==> config.mk <==
export PLATFORM = sky130hd
export DESIGN_NAME = sync_length_crc8_packet_deframer_top
export DESIGN_NICKNAME = d
export VERILOG_FILES = /design/src/design/slpd_pkg.sv /design/src/design/slpd_cfg_regs.sv /design/src/design/slpd_parser.sv /design/src/design/slpd_out_stage.sv /design/src/design/sync_length_crc8_packet_deframer_top.sv
export SDC_FILE = /design/constraint.sdc
export NUM_CORES = 1
export LEC_CHECK = 0
export BUFFER_PORTS_ARGS = -buffer_cell sky130_fd_sc_hd__buf_2
export CORE_MARGIN = 3
export CORE_UTILIZATION = 25
export CTS_BUF_LIST = sky130_fd_sc_hd__clkbuf_16
export CTS_CLUSTER_DIAMETER = 100
export CTS_CLUSTER_SIZE = 14
export DETAILED_ROUTE_END_ITERATION = 8
export GPL_TIMING_DRIVEN = 0
export PLACE_DENSITY = 0.52
export REMOVE_ABC_BUFFERS = 1
export SLEW_MARGIN = 15
export SYNTH_ARGS = -nofsm -noshare
export SYNTH_HDL_FRONTEND = slang
export SYNTH_SLANG_ARGS = --single-unit
==> constraint.sdc <==
create_clock -name clk -period 6.96 [get_ports clk]
set_clock_uncertainty 0.15 [all_clocks]
set_input_delay 0.348 -clock clk [delete_from_list [all_inputs] [get_ports clk]]
set_output_delay 0.348 -clock clk [all_outputs]
set_load 0.01 [all_outputs]
==> src/design/slpd_pkg.sv <==
`timescale 1ns / 1ps

package slpd_pkg;

  // Register indexes on the configuration port
  localparam logic [1:0] REG_FIRST_SYNC  = 2'd0;
  localparam logic [1:0] REG_SECOND_SYNC = 2'd1;
  localparam logic [1:0] REG_MAX_LEN     = 2'd2;

  localparam int CfgIdxW  = 2;
  localparam int CfgDataW = 16;

  // Reset values of the configuration registers
  localparam logic [7:0]  FIRST_SYNC_RST  = 8'hAA;
  localparam logic [7:0]  SECOND_SYNC_RST = 8'h55;
  localparam logic [15:0] MAX_LEN_RST     = 16'd248;

  // CRC8 generator polynomial x^8 + x^2 + x + 1
  localparam logic [7:0] CRC_POLY = 8'h07;

  // Result event codes
  localparam logic [1:0] EV_PARAM  = 2'd0;
  localparam logic [1:0] EV_ACCEPT = 2'd1;
  localparam logic [1:0] EV_REJECT = 2'd2;

  typedef enum logic [2:0] {
    PH_SYNC1  = 3'd0,
    PH_SYNC2  = 3'd1,
    PH_CMD    = 3'd2,
    PH_LENHI  = 3'd3,
    PH_LENLO  = 3'd4,
    PH_PARAMS = 3'd5,
    PH_CHECK  = 3'd6
  } phase_t;

  typedef struct packed {
    logic [7:0]  first_sync;
    logic [7:0]  second_sync;
    logic [15:0] max_len;
  } cfg_t;

  typedef struct packed {
    logic [1:0]  event_res;
    logic [7:0]  command;
    logic [7:0]  param_byte;
    logic [15:0] param_index;
    logic [15:0] param_length;
  } result_t;

  // One byte through CRC8, MSB first, no reflection
  function automatic logic [7:0] crc8_update(input logic [7:0] crc, input logic [7:0] b);
    logic [7:0] c;
    c = crc ^ b;
    for (int k = 0; k < 8; k++) begin
      if (c[7]) begin
        c = {c[6:0], 1'b0} ^ CRC_POLY;
      end else begin
        c = {c[6:0], 1'b0};
      end
    end
    return c;
  endfunction

endpackage

==> src/design/slpd_cfg_regs.sv <==
`timescale 1ns / 1ps

module slpd_cfg_regs (
  input  logic                            clk,
  input  logic                            rst_n,
  input  logic                            cfg_we,
  input  logic [slpd_pkg::CfgIdxW-1:0]    cfg_index,
  input  logic [slpd_pkg::CfgDataW-1:0]   cfg_wdata,
  output slpd_pkg::cfg_t                  cfg
);
  import slpd_pkg::*;

  cfg_t cfg_r;
  cfg_t cfg_nxt;

  // Decode the write; an index beyond the list is dropped
  always_comb begin
    cfg_nxt = cfg_r;
    if (cfg_we) begin
      unique case (cfg_index)
        REG_FIRST_SYNC:  cfg_nxt.first_sync  = cfg_wdata[7:0];
        REG_SECOND_SYNC: cfg_nxt.second_sync = cfg_wdata[7:0];
        REG_MAX_LEN:     cfg_nxt.max_len     = cfg_wdata;
        default:         cfg_nxt = cfg_r;
      endcase
    end
  end

  always_ff @(posedge clk) begin
    if (!rst_n) begin
      cfg_r.first_sync  <= FIRST_SYNC_RST;
      cfg_r.second_sync <= SECOND_SYNC_RST;
      cfg_r.max_len     <= MAX_LEN_RST;
    end else begin
      cfg_r <= cfg_nxt;
    end
  end

  assign cfg = cfg_r;

endmodule

==> src/design/slpd_parser.sv <==
`timescale 1ns / 1ps

module slpd_parser (
  input  logic              clk,
  input  logic              rst_n,
  input  slpd_pkg::cfg_t    cfg,
  input  logic              step,
  input  logic [7:0]        byte_in,
  output logic              res_valid,
  output slpd_pkg::result_t res
);
  import slpd_pkg::*;

  phase_t      phase_r, phase_nxt;
  logic [7:0]  command_r, command_nxt;
  logic [15:0] declared_length_r, declared_length_nxt;
  logic [15:0] bytes_received_r, bytes_received_nxt;
  logic [7:0]  header_crc_r, header_crc_nxt;
  logic [7:0]  payload_crc_r, payload_crc_nxt;

  logic [16:0] cnt_inc;
  logic [15:0] len_full;
  logic [7:0]  crc_in;
  logic [7:0]  crc_out;

  // One shared CRC step, fed from whichever running value the phase needs, or zero for the command byte
  assign crc_in  = (phase_r == PH_PARAMS) ? payload_crc_r :
                   (phase_r == PH_CMD)    ? 8'h00 : header_crc_r;
  assign crc_out = crc8_update(crc_in, byte_in);

  assign cnt_inc  = {1'b0, bytes_received_r} + 17'd1;
  assign len_full = {declared_length_r[15:8], byte_in};

  // Next phase and the result that this beat causes
  always_comb begin
    phase_nxt           = phase_r;
    command_nxt         = command_r;
    declared_length_nxt = declared_length_r;
    bytes_received_nxt  = bytes_received_r;
    header_crc_nxt      = header_crc_r;
    payload_crc_nxt     = payload_crc_r;
    res_valid           = 1'b0;
    res.event_res       = EV_PARAM;
    res.command         = command_r;
    res.param_byte      = 8'h00;
    res.param_index     = 16'h0000;
    res.param_length    = declared_length_r;

    unique case (phase_r)
      PH_SYNC1: begin
        if (byte_in == cfg.first_sync) begin
          phase_nxt = PH_SYNC2;
        end
      end
      PH_SYNC2: begin
        phase_nxt = (byte_in == cfg.second_sync) ? PH_CMD : PH_SYNC1;
      end
      PH_CMD: begin
        command_nxt    = byte_in;
        header_crc_nxt = crc_out;
        phase_nxt      = PH_LENHI;
      end
      PH_LENHI: begin
        declared_length_nxt = {byte_in, 8'h00};
        header_crc_nxt      = crc_out;
        phase_nxt           = PH_LENLO;
      end
      PH_LENLO: begin
        declared_length_nxt = len_full;
        header_crc_nxt      = crc_out;
        payload_crc_nxt     = 8'h00;
        bytes_received_nxt  = 16'h0000;
        priority if (len_full > cfg.max_len) begin
          phase_nxt = PH_SYNC1;
        end else if (len_full == 16'h0000) begin
          phase_nxt = PH_CHECK;
        end else begin
          phase_nxt = PH_PARAMS;
        end
      end
      PH_PARAMS: begin
        res_valid          = 1'b1;
        res.event_res      = EV_PARAM;
        res.param_byte     = byte_in;
        res.param_index    = bytes_received_r;
        payload_crc_nxt    = crc_out;
        bytes_received_nxt = cnt_inc[15:0];
        if (cnt_inc >= {1'b0, declared_length_r}) begin
          phase_nxt = PH_CHECK;
        end
      end
      PH_CHECK: begin
        res_valid     = 1'b1;
        res.event_res = (byte_in == (header_crc_r ^ payload_crc_r)) ? EV_ACCEPT : EV_REJECT;
        phase_nxt     = PH_SYNC1;
      end
      default: begin
        phase_nxt = PH_SYNC1;
      end
    endcase
  end

  // Advance the frame state on each accepted beat
  always_ff @(posedge clk) begin
    if (!rst_n) begin
      phase_r           <= PH_SYNC1;
      command_r         <= 8'h00;
      declared_length_r <= 16'h0000;
      bytes_received_r  <= 16'h0000;
      header_crc_r      <= 8'h00;
      payload_crc_r     <= 8'h00;
    end else if (step) begin
      phase_r           <= phase_nxt;
      command_r         <= command_nxt;
      declared_length_r <= declared_length_nxt;
      bytes_received_r  <= bytes_received_nxt;
      header_crc_r      <= header_crc_nxt;
      payload_crc_r     <= payload_crc_nxt;
    end
  end

`ifndef SYNTHESIS
  a_check_ends_frame: assert property (@(posedge clk) disable iff (!rst_n)
    step && phase_r == PH_CHECK |=> phase_r == PH_SYNC1)
    else $error("parser did not return to hunting after the check byte");

  a_count_advances: assert property (@(posedge clk) disable iff (!rst_n)
    step && phase_r == PH_PARAMS |=> bytes_received_r == $past(bytes_received_r) + 16'd1)
    else $error("parameter count did not advance");

  a_count_in_range: assert property (@(posedge clk) disable iff (!rst_n)
    phase_r == PH_PARAMS |-> bytes_received_r < declared_length_r)
    else $error("parameter count ran past the declared length");

  a_result_phase: assert property (@(posedge clk) disable iff (!rst_n)
    res_valid |-> (phase_r == PH_PARAMS || phase_r == PH_CHECK))
    else $error("result raised outside parameter or check phase");
`endif

endmodule

==> src/design/slpd_out_stage.sv <==
`timescale 1ns / 1ps

module slpd_out_stage (
  input  logic              clk,
  input  logic              rst_n,
  input  logic              load,
  input  slpd_pkg::result_t res,
  output logic              can_load,
  output logic              out_valid,
  input  logic              out_ready,
  output slpd_pkg::result_t out_res
);
  import slpd_pkg::*;

  logic    valid_r, valid_nxt;
  result_t res_r;

  // Free when empty or when the held result leaves this cycle
  assign can_load = !valid_r || out_ready;

  always_comb begin
    valid_nxt = valid_r;
    if (load) begin
      valid_nxt = 1'b1;
    end else if (out_ready) begin
      valid_nxt = 1'b0;
    end
  end

  always_ff @(posedge clk) begin
    if (!rst_n) begin
      valid_r <= 1'b0;
    end else begin
      valid_r <= valid_nxt;
    end
  end

  // Hold the payload until a new result replaces it
  always_ff @(posedge clk) begin
    if (load) begin
      res_r <= res;
    end
  end

  assign out_valid = valid_r;
  assign out_res   = res_r;

endmodule

==> src/design/sync_length_crc8_packet_deframer_top.sv <==
`timescale 1ns / 1ps

// Sync-word, length-prefixed frame deframer with CRC8 check.
// Input channel (in_valid/in_ready/in_byte_in) takes one stream byte per beat.
// Frames are sync1, sync2, command, length hi, length lo, parameters, CRC8.
// Result channel (out_valid/out_ready/out_*) gives one beat per parameter byte
// (event 0, with its index), and one beat per check byte: event 1 when the
// CRC matches, event 2 when it does not. Oversized frames emit nothing.
// Configuration port (cfg_we/cfg_index/cfg_wdata) sets the two sync bytes
// and the largest parameter length; write it only while the block is idle.
// A result is registered and appears in the cycle after its byte is taken. One
// byte per cycle is taken while the output register can take its result; the
// frame state and one CRC8 byte step sit between the input handshake and the
// single output register. The output register frees itself on the beat it is
// taken, so in_ready stays high while out_ready is high. When the receiver
// stalls with a result held, in_ready drops until that result is taken.
// Reset (rst_n low, synchronous) restores the sync bytes 0xAA and 0x55,
// a length limit of 248, empties the output and hunts for sync1.

module sync_length_crc8_packet_deframer_top (
  input  logic                          clk,
  input  logic                          rst_n,
  input  logic                          in_valid,
  output logic                          in_ready,
  input  logic [7:0]                    in_byte_in,
  output logic                          out_valid,
  input  logic                          out_ready,
  output logic [1:0]                    out_event_res,
  output logic [7:0]                    out_command,
  output logic [7:0]                    out_param_byte,
  output logic [15:0]                   out_param_index,
  output logic [15:0]                   out_param_length,
  input  logic                          cfg_we,
  input  logic [slpd_pkg::CfgIdxW-1:0]  cfg_index,
  input  logic [slpd_pkg::CfgDataW-1:0] cfg_wdata
);
  import slpd_pkg::*;

  cfg_t    cfg;
  result_t res;
  result_t out_res;
  logic    res_valid;
  logic    can_load;
  logic    step;

  // Accept a byte whenever the output register can take its result
  assign in_ready = can_load;
  assign step     = in_valid && can_load;

  slpd_cfg_regs u_cfg (
    .clk       (clk),
    .rst_n     (rst_n),
    .cfg_we    (cfg_we),
    .cfg_index (cfg_index),
    .cfg_wdata (cfg_wdata),
    .cfg       (cfg)
  );

  slpd_parser u_parser (
    .clk       (clk),
    .rst_n     (rst_n),
    .cfg       (cfg),
    .step      (step),
    .byte_in   (in_byte_in),
    .res_valid (res_valid),
    .res       (res)
  );

  slpd_out_stage u_out (
    .clk       (clk),
    .rst_n     (rst_n),
    .load      (step && res_valid),
    .res       (res),
    .can_load  (can_load),
    .out_valid (out_valid),
    .out_ready (out_ready),
    .out_res   (out_res)
  );

  assign out_event_res    = out_res.event_res;
  assign out_command      = out_res.command;
  assign out_param_byte   = out_res.param_byte;
  assign out_param_index  = out_res.param_index;
  assign out_param_length = out_res.param_length;

endmodule

==> results of run 1 <==
==> power by group through the flow <==
| stage | combinational (uW) | sequential, uW | clock, uW |
|---|---|---|---|
| after detailed placement | 149 | 902 | 0 |
| after floorplan | 92.6 | 895 | 0 |
| final | 149 | 883 | 884 |
| after global routing | 165 | 885 | 948 |
| after global placement | 145 | 901 | 0 |
| after CTS | 150 | 883 | 911 |
==> stage by stage <==
step / instances / hold WS, ns / worst slack [ns]
after floorplan: 723 / 0.258 / 4.04
after global placement: 1189 / 0.269 / 2.59
after detailed placement: 1193 / 0.268 / 3.51
after CTS: 1225 / 0.00107 / 3.50
after global routing: 1225 / 0.00990 / 3.41
final: 1225 / 0.0194 / 3.65
==> metal layers <==
metal	track usage, %	routed length, microns
met5	0	0
met4	2.82	172
met3	2.69	971
met2	18.7	8580
met1	18.9	10100
==> final timing paths <==
check / endpoint / slack, ns / from / cells after the start
worst min-delay path: u_cfg.cfg[12]$_SDFFE_PN0P_ / 0.02 / cfg_wdata[12] / 3
worst max-delay path: u_parser.header_crc_r[2]$_SDFFE_PN0P_ / 3.65 / u_parser.phase_r[0]$_SDFFE_PN0P_ / 6
worst min register to register: u_out.out_res[43]$_DFFE_PP_ / 0.28 / u_parser.command_r[3]$_SDFFE_PN0P_ / 0
worst max register to register: u_parser.header_crc_r[2]$_SDFFE_PN0P_ / 3.65 / u_parser.phase_r[0]$_SDFFE_PN0P_ / 6
==> state kept, by name, summed over array words and instances (netlist names) <==
| register | cells |
|---|---|
| u_parser.command_r | 8 |
| u_parser.bytes_received_r | 16 |
| u_out.out_res | 50 |
| u_parser.payload_crc_r | 8 |
| u_parser.header_crc_r | 8 |
| u_cfg.cfg | 32 |
| u_out.out_valid | 1 |
| u_parser.phase_r | 3 |
| u_parser.declared_length_r | 16 |
==> placed cells by master, fill, tap and decap left out, types with 7 or more instances in the layout <==
cell,netlist,final
xnor2_1,29,29
nand4_1,17,17
inv_6,0,8
nor4_1,10,10
o31ai_1,7,7
nand3_1,26,26
o211ai_1,17,17
nor3_1,10,9
a21boi_0,32,32
inv_1,35,35
clkbuf_16,0,17
nand2_1,77,77
a22oi_1,8,8
nor2b_1,31,31
edfxtp_1,50,50
a21oi_1,32,32
buf_2,1,81
dfxtp_1,92,91
ha_1,33,33
and3_1,29,28
xor2_1,18,18
nor2_1,33,32
o21ai_0,23,22
mux2i_1,25,25
==> cell families after synthesis <==
logic type,share of synthesized area (%)
mux,3.35
simple gates,19.0
flops,44.8
buf+inv,4.39
fa+ha+maj,5.54
compound gates,15.4
xor+xnor,7.55
==> final cells by class <==
cell class	count	area [sq um]	share of cell area (%)
clock buffers	17	425	4.83
clock inverters	15	144	1.63
inverters	35	131	1.49
multi-input cells	546	3800	43.2
flip-flops and latches	142	3340	38.0
well taps	384	480	5.46
repair buffers	86	475	5.40
==> worst register-to-register path, cell delays in order (launching register included) <==
cell       delay, ns
dfxtp_2         0.86
nand3b_1        0.66
nor2_1          0.49
o31a_1          0.32
o211ai_1        0.15
a2111oi_0       0.44
nor3_1          0.11
==> summary.txt, run 1 <==
STA
  – Slew headroom: around 37%
  – Worst-Margin Slew: ~0.94 ns
  – RSZ-0062 raised after global routing: no
  – Number of setup violations in the final report: 0
  – Hold Vio Cnt, Final: 0
  – Post-route minimum period: between 3 and 4 ns
  – Final slew viol count: 0
  – Final Cycle Share: about 48%
  – Max Clk Rate: a little over 0.3 GHz
  – Fin Setup TNS: 0 ns

Min path
  – Type of the worst min-delay path: input pin to flip-flop

Power
  – Psw: approximately 500 uW
  – Leak Pwr: ~0.0033 uW
  – Register share of total power: a little under half
  – Final Power: about 1900 uW
  – Worst vdd ir: 0.138 mV
  – Clock Power Share: 46.1%
  – Switching Fraction: a little over a quarter
  – Internal Pwr Total: 1400 uW
  – PD cells: around 220 mW/mm^2
  – Logic pwr share: between 7 and 8%

Worst setup path
  – Crit path largest cell delay: about 0.86 ns
  – Buf/Inv on CP: 0
  – Slowest-stage cell, CP: dfxtp_2
  – Critical Path AT: between 3 and 4 ns
  – Crit-path leading delay family: simple AND/OR/NAND/NOR gates
  – Setup crit start kind: flip-flop
  – CP Max Fanout: 42
  – CP Data Required Time: 7.11 ns
  – WS Path Type: flip-flop to flip-flop
  – CP Cell Sequence: nand3b_1 -> nor2_1 -> o31a_1 -> o211ai_1 -> a2111oi_0 -> nor3_1
  – CP endpoint kind: flip-flop

Logic synthesis
  – Sequential share of the synthesized area: 44.8%
  – Synth warn: 0
  – Synthesized flop and latch total: 142
  – Mapped Area: around 0.0075 sq mm
  – Primary FF master, synth: dfxtp_1
  – Ys async rst share: 0%
  – Most common library cells after synthesis: dfxtp_1, nand2_1, edfxtp_1, clkbuf_1, inv_1
  – Most numerous cell in the Yosys netlist: dfxtp_1
  – Area leader, netlist: dfxtp_1
  – Mean Syn Cell Area: roughly 9.7 sq um
  – EDFF count, synth: 50
  – Top-area cell type share of the netlist area: between 20% and 30%
  – Cells after synthesis: between 700 and 800
  – Distinct cells, synth: 61
  – Top cells by area, synth: dfxtp_1, edfxtp_1, ha_1

Place
  – DP Area: ~0.008 sq mm
  – RD Place Congestion: between 0.8 and 0.9
  – PortBufs: 82
  – HPWL Detailed: between 10,000 and 15,000 microns

Global route
  – Initial antenna violation count: 0
  – Pin count of the biggest net entering global routing: 82
  – Grt ovf: 0
  – GRT Total Usage: approximately an eighth
  – First-pass GRT wire length: about 31,000 microns
  – Vias in the first global route: 5,545

Routing
  – Final antenna-violating net count: 0
  – Avg Vias per Cell: 4.79
  – Starting DRT DRC Count: between 400 and 500
  – Drt drc: 0
  – Total iterations of the first detailed-routing run: 5
  – Post-Route WL: 19,800 microns
  – Vias: between 5,000 and 6,000
  – DR WL/cell: approximately 16 microns

Floorplan
  – Initial Util: 25.6%
  – I/O pins: between 80 and 90
  – Chip Width: about 180 microns
  – Row count: a little over 60
  – Core area: about 0.029 sq mm
  – Total die area: between 0.03 and 0.04 sq mm
  – Die H: about 180 microns

Clocking
  – CTS Root Cell: clkbuf_16
  – CTS Buffer Depth: 2
  – Clk pin slew, worst setup/hold paths: ~0.07 ns
  – CTS Buf Count: 17
  – Clock Latency Late Sink: about 0.42 ns
  – Post-CTS setup buffer count: 0
  – CTS tree: yes
  – Hold-fix buffers, CTS: 0
  – H-tree Lvls: 4
  – Cts repair resizes: 0
  – Sink Count: 142

Layout
  – Final core utilization: between 30% and 40%
  – Fin nets: 892
  – Post-route design area: ~0.009 sq mm
  – Total inserted antenna cells: 0
  – # fillers: just over 3,000
  – Ratio of cells with drive above 1 in the final layout: about 17%
  – Synth-to-Final Area Change: 18.0%

Flow run
  – Max-cap viol count: 0

Outcome
  – Status: finished, final reports clean
(Power assumes the default switching activity.)
==> run 2, diff against run 1 <==
ABC_AREA = 1   (was default)
clock period = 3.4 ns   (was 6.96 ns; I/O delays follow)
==> summary.txt, run 2 <==
Clocking
  – Clk pin slew, worst setup/hold paths: 0.06 ns (about the same)
  – Sink Count: 142 (unchanged)
  – CTS Buf Count: 17 (unchanged)
  – Clock Latency Late Sink: 0.43 ns (about the same)
  – H-tree Lvls: 4 (unchanged)
  – CTS Buffer Depth: 2 (unchanged)
  – CTS tree: yes
  – CTS Root Cell: clkbuf_16

Layout
  – Fin nets: 1,039 (+16%)
  – Total inserted antenna cells: 0 (unchanged)
  – Commonest non-fill, non-tap cell in the layout: nand2_1
  – Commonest cells after routing, fill and taps aside: nand2_1, inv_1, dfxtp_1, buf_2, a21oi_1
  – Synth-to-Final Area Change: 23.7%
  – Max reg flops: 50 (unchanged)
  – Non-Filler Instances: 1,366 (+12%)
  – Ratio of cells with drive above 1 in the final layout: 17.5% (+0.51 points)
  – # fillers: 3,007 (-2.0%)

Worst setup path
  – CP endpoint kind: flip-flop
  – CP Max Fanout: 6 (-86%)
  – R2r startpoint: u_parser.bytes_received_r[0]$_SDFFE_PN0P_
  – Buf/Inv on CP: 2 (+2)
  – Critical Path AT: 3.27 ns (-0.20 ns)
  – CP Cell Sequence: ha_2 -> nand2_1 -> nor2_2 -> nand3_2 -> nor3_4 -> buf_4 -> nand4_1 -> nor2_1 -> xor2_1 -> ha_1 -> nand2_1 -> inv_1 -> nand4_1 -> o21ai_1 -> nor2_1 -> nand2_1 -> nand2_2 -> nand2_1 -> nand2_1 -> nor2_1
  – CP most frequent cell: nand2_1
  – Setup crit start kind: flip-flop
  – FF-to-FF setup slack: 0.31 ns (-3.34 ns)
  – R2r worst-path depth: 20 (+14)
  – CP Data Required Time: 3.57 ns (-3.54 ns)
  – RR Endpoint: u_parser.phase_r[0]$_SDFFE_PN0P_
  – Slowest-stage cell, CP: dfxtp_2
  – Crit path largest cell delay: 0.37 ns (-0.49 ns)
  – WS Path Type: flip-flop to flip-flop
  – Crit-path leading delay family: simple AND/OR/NAND/NOR gates

Place
  – HPWL Detailed: 13,500 microns (-1.7%)
  – Placed insts: 1,309 (+9.7%)
  – RD Place Congestion: 0.830 (+2.4%)
  – PortBufs: 82 (unchanged)

STA
  – Final Cycle Share: 91.0% (+43 points)
  – Max Clk Rate: 0.323 GHz (+7.1%)
  – Slew headroom: 29.9% (-7.3 points)
  – Fin Setup TNS: 0 ns (unchanged)
  – Final slew viol count: 0 (unchanged)
  – Hold Vio Cnt, Final: 0 (unchanged)
  – Worst-Margin Slew: 1.05 ns (+0.117 ns)
  – Post-route minimum period: 3.09 ns (-0.220 ns)
  – Number of setup violations in the final report: 0 (unchanged)

Logic synthesis
  – Most numerous cell in the Yosys netlist: nand2_1
  – Mean Syn Cell Area: 8.18 sq um (-15%)
  – EDFF count, synth: 50 (unchanged)
  – Area leader, netlist: dfxtp_1
  – Synthesized flop and latch total: 142 (unchanged)
  – Synth warn: 0 (unchanged)
  – Ys async rst share: 0% (unchanged)
  – Mapped Area: 0.00717 sq mm (-3.9%)
  – Most common library cells after synthesis: nand2_1, inv_1, dfxtp_1, a21oi_1, nor2_1
  – Primary FF master, synth: dfxtp_1
  – Distinct cells, synth: 44 (-28%)
  – Sequential share of the synthesized area: 46.6% (+1.8 points)
  – Cells after synthesis: 877 (+14%)
  – Top-area cell type share of the netlist area: 25.7% (+0.99 points)
  – Top cells by area, synth: dfxtp_1, edfxtp_1, nand2_1

Min path
  – Worst hold endpoint: u_cfg.cfg[6]$_SDFFE_PN1P_
  – Type of the worst min-delay path: input pin to flip-flop
  – WHS Path Cells: 3 (unchanged)
  – Worst hold start: cfg_index[0]

Floorplan
  – Chip Width: 175 microns (-1.9%)
  – I/O pins: 83 (unchanged)
  – Die H: 175 microns (-1.9%)
  – Initial Util: 25.6% (-0.039 points)
  – Core area: 0.0280 sq mm (-3.7%)
  – Total die area: 0.0308 sq mm (-3.7%)
  – Row count: 61 (-1.6%)

Power
  – Leak Pwr: 0.00369 uW (+13%)
  – Final Power: 5360 uW (+180%)
  – Worst vdd ir: 0.294 mV (+110%)
  – PD cells: 604 mW/mm^2 (+180%)

Global route
  – GRT Total Usage: 12.8% (+0.17 points)
  – Vias in the first global route: 5,637 (+1.7%)
  – Initial antenna violation count: 0 (unchanged)
  – First-pass GRT wire length: 30,800 microns (-1.6%)
  – Pin count of the biggest net entering global routing: 54 (-34%)
  – Grt ovf: 0 (unchanged)

Routing
  – Post-Route WL: 19,400 microns (-1.9%)
  – Avg Vias per Cell: 4.36 (-8.9%)
  – DR WL/cell: 14.2 microns (-12%)
  – Final antenna-violating net count: 0 (unchanged)
  – Starting DRT DRC Count: 412 (-4.4%)
  – Vias: 5,958 (+1.5%)
  – Drt drc: 0 (unchanged)
  – Total iterations of the first detailed-routing run: 5 (unchanged)

Flow run
  – Max-cap viol count: 0 (unchanged)

Outcome
  – Status: finished, final reports clean
-- run 2: cell count changes after synthesis, sizes merged, moves of 12 or more --
cell | before | now
nor2b | 31 | 0
a21oi | 32 | 77
mux2i | 25 | 0
clkbuf | 41 | 23
inv | 35 | 105
nor2 | 35 | 81
o21ai | 28 | 40
and3 | 29 | 0
nand3 | 26 | 44
xnor2 | 30 | 18
a21boi | 32 | 0
nand2 | 77 | 219
-- run 2: cell type report --
| type | count | area [sq um] | share of cell area, % |
|---|---|---|---|
| timing repair buffer | 110 | 721 | 8.12 |
| clock inverter | 15 | 149 | 1.68 |
| clock buffer | 17 | 425 | 4.80 |
| tap | 378 | 473 | 5.33 |
| multi-input combinational | 597 | 3360 | 37.8 |
| inverter | 107 | 402 | 4.53 |
| sequential | 142 | 3350 | 37.7 |
-- run 2: stage by stage --
step / utilization [%] / hold slack, ns / area [sq um] / worst slack, ns
after CTS: 31.5 / 0.00409 / 8810 / 0.0819
final: 31.7 / 0.00706 / 8870 / 0.306
after global routing: 31.7 / 0.0274 / 8870 / -0.0182
after global placement: 28.3 / 0.259 / 7920 / -2.44
after detailed placement: 28.6 / 0.261 / 8000 / -0.00642
after floorplan: - / 0.104 / 7040 / -0.553
-- run 2: power by group --
| part | leakage, uW | internal, uW | total [uW] | switching [uW] |
|---|---|---|---|---|
| sequential | 0.00121 | 1930 | 2040 | 116 |
| clock | 0.000272 | 1080 | 1850 | 777 |
| combinational | 0.00220 | 501 | 1460 | 960 |
-- run 2: layer usage --
layer | routed length, microns | GRT usage [%] | up-vias | share of wire [%]
met3 | 859 | 2.27 | 20 | 4.4
met5 | 0 | 0 | - | 0
li1 | - | - | 3057 | -
met2 | 8930 | 20.6 | 128 | 46
met1 | 9390 | 17.6 | 2753 | 48
met4 | 263 | 4.09 | 0 | 1.4
-- run 2: worst register-to-register path, stage by stage (launching register included) --
cell     delay [ns]
dfxtp_2        0.37
ha_2           0.20
nand2_1        0.06
nor2_2         0.16
nand3_2        0.12
nor3_4         0.25
buf_4          0.15
nand4_1        0.13
nor2_1         0.15
xor2_1         0.21
ha_1           0.27
nand2_1        0.07
inv_1          0.05
nand4_1        0.08
o21ai_1        0.06
nor2_1         0.10
nand2_1        0.08
nand2_2        0.12
nand2_1        0.06
nand2_1        0.06
nor2_1         0.06
-- run 2: repair_timing --
item | CTS | global route
hold buffers | 22 | 0
pin swaps | 0 | 4
setup buffers | 0 | 3
gates resized for setup | 2 | 9
endpoints found under the hold margin | 37 | 0
endpoints found under the setup margin | 3 | 3
-- run 2: logic make-up (layout without fill, tap and decap cells) --
logic type,after synthesis,in the layout,synth area share [%]
compound gates,142,142,10.8
xor+xnor,47,47,6.37
fa+ha+maj,33,33,5.76
buf+inv,138,249,7.45
flops,142,142,46.6
simple gates,375,375,23.0
-- run 2: how the worst max path moves through the flow --
stage | start | to | slack (ns) | cells after the start
detailed placement | u_parser.bytes_received_r[0]$_SDFFE_PN0P_ | u_parser.phase_r[2]$_SDFFE_PN0P_ | -0.006 | 20
global route | u_parser.bytes_received_r[0]$_SDFFE_PN0P_ | u_parser.phase_r[0]$_SDFFE_PN0P_ | -0.02 | 22
finish | u_parser.bytes_received_r[0]$_SDFFE_PN0P_ | u_parser.phase_r[0]$_SDFFE_PN0P_ | 0.31 | 20
floorplan | u_parser.phase_r[2]$_SDFFE_PN0P_ | u_out.out_res[0]$_DFFE_PP_ | -0.55 | 2
global placement | u_parser.phase_r[2]$_SDFFE_PN0P_ | u_out.out_res[11]$_DFFE_PP_ | -2.44 | 2
CTS | u_parser.bytes_received_r[0]$_SDFFE_PN0P_ | u_parser.phase_r[0]$_SDFFE_PN0P_ | 0.08 | 20
